[config.mk]
export PLATFORM = sky130hd
export DESIGN_NAME = ordered_list_table
export DESIGN_NICKNAME = d
export VERILOG_FILES = /design/src/rtl/core/olt_pkg.sv /design/src/rtl/core/olt_cell.sv /design/src/rtl/core/olt_chain.sv /design/src/rtl/core/ordered_list_table.sv
export SDC_FILE = /design/constraint.sdc
export NUM_CORES = 2
export LEC_CHECK = 0
export BUFFER_PORTS_ARGS = -buffer_cell sky130_fd_sc_hd__buf_2
export CELL_PAD_IN_SITES_DETAIL_PLACEMENT = 1
export CELL_PAD_IN_SITES_GLOBAL_PLACEMENT = 2
export CORE_UTILIZATION = 32
export CTS_BUF_LIST = sky130_fd_sc_hd__clkbuf_8 sky130_fd_sc_hd__clkbuf_16
export CTS_CLUSTER_DIAMETER = 40
export DETAILED_ROUTE_END_ITERATION = 6
export PLACE_DENSITY_LB_ADDON = 0.1
export SLEW_MARGIN = 40
export SYNTH_ARGS = -nofsm -noshare
export SYNTH_HDL_FRONTEND = slang
export SYNTH_HIERARCHICAL = 1
export SYNTH_SLANG_ARGS = --single-unit
[constraint.sdc]
create_clock -name clk -period 6.6 [get_ports clk]
set_input_delay 0.33 -clock clk [delete_from_list [all_inputs] [get_ports clk]]
set_output_delay 0.33 -clock clk [all_outputs]
set_load 0.02 [all_outputs]
[src/rtl/core/olt_pkg.sv]
// Package for the ordered list table: sizes, operation and status codes,
// and the control/status structs passed between the controller and the cell chain.
// No dependencies.
`timescale 1ns / 1ps

package olt_pkg;

  localparam int CAPACITY = 16;
  localparam int IDX_W    = $clog2(CAPACITY);
  localparam int CNT_W    = $clog2(CAPACITY + 1);
  localparam int FUNC_W   = 3;
  localparam int VALUE_W  = 32;
  localparam int POS_W    = 4;
  localparam int STAT_W   = 2;
  localparam int COUNT_W  = 5;

  typedef enum logic [FUNC_W-1:0] {
    FN_INS_FRONT = 3'd0,
    FN_INS_BACK  = 3'd1,
    FN_INS_ORDER = 3'd2,
    FN_DELETE    = 3'd3,
    FN_SHOW      = 3'd4
  } func_t;

  typedef enum logic [STAT_W-1:0] {
    ST_OK        = 2'd0,
    ST_FULL      = 2'd1,
    ST_NOT_FOUND = 2'd2,
    ST_EMPTY     = 2'd3
  } status_t;

  typedef enum logic [1:0] {
    OP_NONE,
    OP_INSERT,
    OP_DELETE
  } op_t;

  typedef enum logic [1:0] {
    S_IDLE,
    S_APPLY,
    S_SHOW
  } state_t;

  // Chain-wide command
  typedef enum logic [1:0] {
    CH_HOLD,
    CH_INSERT,
    CH_DELETE,
    CH_ROTATE
  } chain_cmd_t;

  // Per-cell load select
  typedef enum logic [2:0] {
    CC_HOLD,
    CC_LEFT,
    CC_RIGHT,
    CC_NEW,
    CC_WRAP
  } cell_cmd_t;

  typedef struct packed {
    chain_cmd_t                 cmd;
    logic [CAPACITY-1:0]        hit;
    logic signed [VALUE_W-1:0]  value;
    logic [CNT_W-1:0]           count;
  } chain_ctl_t;

  typedef struct packed {
    logic [CAPACITY-1:0]        valid;
    logic [CAPACITY-1:0]        lt;
    logic [CAPACITY-1:0]        eq;
    logic signed [VALUE_W-1:0]  head;
  } chain_stat_t;

endpackage

[src/rtl/core/olt_cell.sv]
// One list cell: holds a single entry, compares it with the broadcast value
// and loads from its left or right neighbor, the new value or the head.
// Depends on olt_pkg.
`timescale 1ns / 1ps

module olt_cell (
  input  logic                               clk,
  input  olt_pkg::cell_cmd_t                 cmd,
  input  logic signed [olt_pkg::VALUE_W-1:0] left,
  input  logic signed [olt_pkg::VALUE_W-1:0] right,
  input  logic signed [olt_pkg::VALUE_W-1:0] wrap,
  input  logic signed [olt_pkg::VALUE_W-1:0] new_value,
  output logic signed [olt_pkg::VALUE_W-1:0] value,
  output logic                               lt,
  output logic                               eq
);
  import olt_pkg::*;

  always_ff @(posedge clk) begin
    case (cmd)
      CC_LEFT:  value <= left;
      CC_RIGHT: value <= right;
      CC_NEW:   value <= new_value;
      CC_WRAP:  value <= wrap;
      default:  value <= value;
    endcase
  end

  assign lt = (value < new_value);
  assign eq = (value == new_value);

endmodule

[src/rtl/core/olt_chain.sv]
// Row of list cells with the per-cell load decode for insert, delete and
// the rotation used to walk the list. Depends on olt_pkg and olt_cell.
`timescale 1ns / 1ps

module olt_chain (
  input  logic                 clk,
  input  olt_pkg::chain_ctl_t  ctl,
  output olt_pkg::chain_stat_t stat
);
  import olt_pkg::*;

  logic signed [VALUE_W-1:0] vals [CAPACITY];
  logic [CAPACITY-1:0]       ahead;
  logic [CAPACITY-1:0]       lt_vec;
  logic [CAPACITY-1:0]       eq_vec;
  logic [CAPACITY-1:0]       valid_vec;

  for (genvar i = 0; i < CAPACITY; i++) begin : g_cell
    localparam logic [CAPACITY-1:0] LOW_MASK = (CAPACITY'(1) << i) - CAPACITY'(1);
    logic signed [VALUE_W-1:0] left_in;
    logic signed [VALUE_W-1:0] right_in;
    cell_cmd_t                 cell_sel;

    // any hit in a cell nearer the front
    assign ahead[i]     = |(ctl.hit & LOW_MASK);
    assign valid_vec[i] = (CNT_W'(i) < ctl.count);

    if (i == 0) begin : g_first
      assign left_in = '0;
    end else begin : g_inner_l
      assign left_in = vals[i-1];
    end
    if (i == CAPACITY - 1) begin : g_final
      assign right_in = '0;
    end else begin : g_inner_r
      assign right_in = vals[i+1];
    end

    always_comb begin
      cell_sel = CC_HOLD;
      case (ctl.cmd)
        CH_INSERT: begin
          if (ahead[i]) cell_sel = CC_LEFT;
          else if (ctl.hit[i]) cell_sel = CC_NEW;
        end
        CH_DELETE: begin
          if (ahead[i] || ctl.hit[i]) cell_sel = CC_RIGHT;
        end
        CH_ROTATE: begin
          if (CNT_W'(i + 1) == ctl.count) cell_sel = CC_WRAP;
          else if (CNT_W'(i + 1) < ctl.count) cell_sel = CC_RIGHT;
        end
        default: cell_sel = CC_HOLD;
      endcase
    end

    olt_cell u_cell (
      .clk       (clk),
      .cmd       (cell_sel),
      .left      (left_in),
      .right     (right_in),
      .wrap      (vals[0]),
      .new_value (ctl.value),
      .value     (vals[i]),
      .lt        (lt_vec[i]),
      .eq        (eq_vec[i])
    );
  end

  assign stat.valid = valid_vec;
  assign stat.lt    = lt_vec;
  assign stat.eq    = eq_vec;
  assign stat.head  = vals[0];

endmodule

[src/rtl/core/ordered_list_table.sv]
// Top level of the ordered list table: transaction control, entry count and
// result register around the cell chain. Depends on olt_pkg and olt_chain.
//
// Usage:
//   Input channel (in_valid/in_ready) carries func and new_value. Output
//   channel (out_valid/out_ready) carries status, entry_value,
//   entry_position, last and entry_count.
//   Insert, delete and no-op items give one result; a result is loaded from
//   the apply state once the output register is free, and the next item is
//   taken after the return to idle. Show walks the list by rotating the cell
//   chain one step per cycle while the output register is free and emits one
//   result per entry (an empty list gives one empty-status result). The
//   rotation returns the chain to its original order when it ends.
//   One item is in work at a time; in_ready is high only while no item is
//   in work, and a finished result may still wait in the output register.
//   A stalled receiver holds the walk or the pending update until the
//   output register frees up.
//   Reset empties the list (count zero) and drops any pending result; entry
//   storage itself is not cleared.
`timescale 1ns / 1ps

module ordered_list_table (
  input  logic                               clk,
  input  logic                               rst,
  input  logic                               in_valid,
  output logic                               in_ready,
  input  logic [olt_pkg::FUNC_W-1:0]         func,
  input  logic signed [olt_pkg::VALUE_W-1:0] new_value,
  output logic                               out_valid,
  input  logic                               out_ready,
  output logic [olt_pkg::STAT_W-1:0]         status,
  output logic signed [olt_pkg::VALUE_W-1:0] entry_value,
  output logic [olt_pkg::POS_W-1:0]          entry_position,
  output logic                               last,
  output logic [olt_pkg::COUNT_W-1:0]        entry_count
);
  import olt_pkg::*;

  state_t                    state;
  state_t                    state_next;
  logic [CNT_W-1:0]          count;
  logic [CNT_W-1:0]          count_next;
  logic [IDX_W-1:0]          step;
  op_t                       op_held;
  status_t                   status_held;
  logic signed [VALUE_W-1:0] value_held;
  logic [CAPACITY-1:0]       hit_held;

  chain_ctl_t                ctl;
  chain_stat_t               stat;

  func_t                     fcode;
  op_t                       op_dec;
  status_t                   status_dec;
  logic [CAPACITY-1:0]       hit_dec;
  logic                      in_fire;
  logic                      out_free;
  logic                      out_load;
  logic                      last_step;
  logic                      full;
  logic                      empty;

  status_t                   res_status;
  logic signed [VALUE_W-1:0] res_value;
  logic [POS_W-1:0]          res_pos;
  logic                      res_last;

  assign fcode     = func_t'(func);
  assign in_ready  = (state == S_IDLE);
  assign in_fire   = in_valid && in_ready;
  assign out_free  = !out_valid || out_ready;
  assign full      = (count == CNT_W'(CAPACITY));
  assign empty     = (count == '0);
  assign last_step = ((CNT_W'(step) + CNT_W'(1)) == count);

  // Decode the transaction against the current cell contents
  always_comb begin
    hit_dec    = '0;
    op_dec     = OP_NONE;
    status_dec = ST_OK;
    unique case (fcode) inside
      FN_INS_FRONT, FN_INS_BACK, FN_INS_ORDER: begin
        if (fcode == FN_INS_FRONT) hit_dec = '1;
        else if (fcode == FN_INS_BACK) hit_dec = ~stat.valid;
        else hit_dec = ~stat.valid | ~stat.lt;
        if (full) status_dec = ST_FULL;
        else op_dec = OP_INSERT;
      end
      FN_DELETE: begin
        hit_dec = stat.valid & stat.eq;
        if (empty) status_dec = ST_EMPTY;
        else if (hit_dec == '0) status_dec = ST_NOT_FOUND;
        else op_dec = OP_DELETE;
      end
      FN_SHOW: begin
        if (empty) status_dec = ST_EMPTY;
      end
      default: begin
        status_dec = ST_OK;
      end
    endcase
  end

  // Next state
  always_comb begin
    state_next = state;
    unique case (state)
      S_IDLE: begin
        if (in_fire) begin
          if (fcode == FN_SHOW && !empty) state_next = S_SHOW;
          else state_next = S_APPLY;
        end
      end
      S_APPLY: begin
        if (out_free) state_next = S_IDLE;
      end
      S_SHOW: begin
        if (out_free && last_step) state_next = S_IDLE;
      end
      default: state_next = S_IDLE;
    endcase
  end

  // Chain command, count update and result fields
  always_comb begin
    ctl.cmd    = CH_HOLD;
    ctl.hit    = hit_held;
    ctl.value  = (state == S_IDLE) ? new_value : value_held;
    ctl.count  = count;
    count_next = count;
    out_load   = 1'b0;
    res_status = status_held;
    res_value  = '0;
    res_pos    = '0;
    res_last   = 1'b1;
    unique case (state)
      S_APPLY: begin
        if (out_free) begin
          out_load = 1'b1;
          if (op_held == OP_INSERT) begin
            ctl.cmd    = CH_INSERT;
            count_next = count + CNT_W'(1);
          end else if (op_held == OP_DELETE) begin
            ctl.cmd    = CH_DELETE;
            count_next = count - CNT_W'(1);
          end
        end
      end
      S_SHOW: begin
        res_status = ST_OK;
        res_value  = stat.head;
        res_pos    = POS_W'(step);
        res_last   = last_step;
        if (out_free) begin
          out_load = 1'b1;
          ctl.cmd  = CH_ROTATE;
        end
      end
      default: begin
        ctl.cmd = CH_HOLD;
      end
    endcase
  end

  always_ff @(posedge clk) begin
    if (rst) begin
      state     <= S_IDLE;
      count     <= '0;
      out_valid <= 1'b0;
    end else begin
      state <= state_next;
      count <= count_next;
      if (out_load) out_valid <= 1'b1;
      else if (out_ready) out_valid <= 1'b0;
    end
  end

  always_ff @(posedge clk) begin
    if (in_fire) begin
      op_held     <= op_dec;
      status_held <= status_dec;
      value_held  <= new_value;
      hit_held    <= hit_dec;
    end
    if (state == S_IDLE) step <= '0;
    else if (state == S_SHOW && out_free) step <= step + IDX_W'(1);
    if (out_load) begin
      status         <= res_status;
      entry_value    <= res_value;
      entry_position <= res_pos;
      last           <= res_last;
      entry_count    <= COUNT_W'(count_next);
    end
  end

  olt_chain u_chain (
    .clk  (clk),
    .ctl  (ctl),
    .stat (stat)
  );

  a_count_bound: assert property (@(posedge clk) disable iff (rst)
    count <= CNT_W'(CAPACITY))
    else $error("entry count above capacity");

  a_show_nonempty: assert property (@(posedge clk) disable iff (rst)
    (state == S_SHOW) |-> (count != '0))
    else $error("list walk with no entries");

  a_one_in_work: assert property (@(posedge clk) disable iff (rst)
    in_fire |=> !in_ready)
    else $error("second transaction taken while one is in work");

  a_full_status: assert property (@(posedge clk) disable iff (rst)
    (out_valid && status == ST_FULL) |-> full)
    else $error("full status reported on a list with free room");

endmodule

==> reports/results.tsv <==
stage	metric	value	unit
min_path	min_path_type	input pin to register	
global_route	grt_use_total	29.4	%
synth	ys_warn_count	6	
clocking	htreeDepth	4	
sta	max-slew-margin-rel	37.1	%
sta	rsz0062_at_grt	no	
global_route	use_met1	37.1	%
layout	nNetsFinal	6630	
die	die_width	425	um
layout	final_layout_size_suffix_gt1_share	19.9	%
clocking	cts_resized	0	
route	via_per_inst	5.90	
sta	maxClockFrequency	200	MHz
sta	clock_skew	0.0316	ns
sta	timing.final.hold_violations	0	
sta	fin_ws	1.59	ns
clocking	clkTransAtPathRegs	0.05	ns
die	die_h	425	um
worst_setup_path	crit_fanout	23	
route	wl	272000	um
clocking	clk_path_buf_depth	3	
pwr	p_leak	29.2	nW
worst_setup_path	critPathKind	register to register	
die	rows	154	
route	drc	0	
worst_setup_path	crit_path_end_kind	register	
global_route	grt_max_degree	66	
die	start_util	32.4	%
synth	synth_top_cell_area_share	31.9	%
global_route	grt_pass1_wl	385000	um
place	place_congestion	0.849	
synth	ys_async_sr_fraction	0	%
synth	synth_seq_cells	620	
pwr	powerDensity	255	nW/um^2
route	vias	50500	
global_route	grt_pass1_vias	51100	
worst_setup_path	critPathArrivalTime	5.50	ns
global_route	use_met2	50.3	%
clocking	clk_root_buffer_cell	clkbuf_16	
sta	setup-violations-final	0	
synth	synth-edff-count	608	
clocking	clkSinkCount	620	
clocking	tritoncts	done	
route	drtPass1Iterations	6	
clocking	numCtsBuffers	170	
die	io_pins	85	
synth	ys_types	76	
synth	synth.most_common_cell	a21oi_1	
global_route	busiest_layer	met2	
synth	yosysSeqAreaShare	32.3	%
global_route	antenna_found_initial	11	
outcome	outcome	finished clean	
run	maxCapViolCount	0	
synth	synth_common_cells	1232 x a21oi_1, 608 x edfxtp_1, 560 x a21o_1, 530 x nor2b_1, 525 x inv_1	
pwr	ir_drop	0.236	mV
sta	fin_crit_sh	75.9	%
worst_setup_path	crit_required	7.09	ns
place	port_buffers	84	
global_route	grtUsageMet3	3.89	%
synth	synthFlopType	edfxtp_1	
layout	synthToLayoutAreaGrowth	17.0	%
synth	yosys.area.top_type	edfxtp_1	
route	drt_iter0_markers	3972	
synth	syn_area	57300	sq um
sta	slew_violations	0	
sta	period_needed	5.01	ns
sta	fin_hold_ws	0.0769	ns
clocking	insertion_delay	0.79	ns
worst_setup_path	startpoint_type	register	
synth	netlist_instances	5862	
place	dpl.hpwl	191000	um
synth	synth_area_per_cell	9.77	sq um
synth	synthTopCellsByArea	edfxtp_1 32%, a221oi_2 13%, ha_1 11%, a21oi_1 11%, a21o_1 7.3%	
global_route	grt_overflow	0	
die	coreArea	177000	sq um
die	dieArea	181000	sq um
sta	tightest_slew	0.944	ns
sta	finalSetupTns	0	ns
route	ant_nets	0	
route	routed_wire_length_per_instance	31.8	um
place	post-place-ws	1.38	ns
## worst paths after layout
check                   startpoint                        to  slack [ns]  cells after the start
max          state[1]$_SDFFE_PP0P_  status_held[1]$_DFFE_PP_        1.59                     17
min                        func[0]      op_held[1]$_DFFE_PP_        0.08                      3
max reg2reg  state[1]$_SDFFE_PP0P_  status_held[1]$_DFFE_PP_        1.59                     17
min reg2reg   step[1]$_SDFFE_PP0P_      step[1]$_SDFFE_PP0P_        0.51                      2
## flip-flops by register name (all words and copies together), names as in the netlist, 4 cells and up
name / cells
count: 5
entry_count: 5
hit_held: 16
value_held: 32
entry_value: 32
step: 4
entry_position: 4
u_chain/g_cell.u_cell/value: 512
## placed cells by master, fill, tap and decap left out, types with 42 or more instances in the layout
cell	netlist	routed
a21oi_1	1232	1229
edfxtp_1	608	608
a21o_1	560	560
inv_1	525	547
ha_1	518	517
nor2b_1	530	511
a221oi_2	480	480
buf_4	34	186
clkbuf_16	0	178
nand2_1	153	153
nand4_1	119	119
nor2_1	137	111
conb_1	1	96
buf_2	163	84
a221oi_1	64	64
nand3_1	43	43
o21ai_0	42	42
## layout make-up
cell class / instances / area, sq um
clock buffers: 180 / 4470
well taps: 2340 / 2930
diodes: 4 / 10.0
flip-flops and latches: 620 / 18500
fillers: 19800 / 110000
clock inverters: 135 / 1350
multi-input cells: 4392 / 34500
inverters: 527 / 1980
repair buffers: 362 / 3220
## logic make-up (layout without fill, tap and decap cells)
family          count (synthesis)  after routing  share of synthesized area [%]
simple gates                 1169           1169                           11.8
mux                            34             34                          0.667
xor+xnor                       28             28                          0.428
other cells                     1            100                        0.00655
flops                         620            620                           32.3
fa+ha+maj                     518            518                           11.3
buf+inv                       945           1204                           8.96
compound gates               2547           2547                           34.5
## worst max-delay path, cell delays in order (launching register included)
cell	delay (ns)
dfxtp_1	0.31
inv_1	0.10
ha_2	0.48
buf_12	0.26
mux2_2	0.74
buf_4	0.50
inv_1	0.09
ha_1	0.30
nand2_1	0.09
nor4_1	0.55
buf_4	0.24
nand2_1	0.06
nor2_1	0.29
nand2_1	0.12
nand4_1	0.22
nor4_1	0.12
nor2_1	0.10
o31ai_1	0.08
## what timing repair did
item / 4_1_cts / 5_1_grt
buffers inserted: 0 / 0
hold buffers: 34 / 0
hold endpoints to repair: 41 / 0
## routing by layer
| layer | wire length [um] | up-vias |
|---|---|---|
| li1 | - | 22800 |
| met1 | 114000 | 25900 |
| met2 | 132000 | 1399 |
| met3 | 13800 | 473 |
| met4 | 11500 | 0 |
| met5 | 0 | - |
## power by group
part / switching, mW / internal, mW
Sequential: 0.261 / 4.60
Combinational: 2.38 / 1.27
Clock: 2.77 / 5.80
## metrics by stage
step                instance area, sq um  instances  total power, mW  utilization (%)
floorplan                          57600       5957             7.02                -
global placement                   60300       8185             8.42             34.1
detailed placement                 60700       8201             8.51             34.3
CTS                                66800       8550             17.2             37.8
global route                       67000       8556             17.7             37.9
finish                             67000       8560             17.1             37.9
Note: power is estimated with default switching activity, not from simulation.
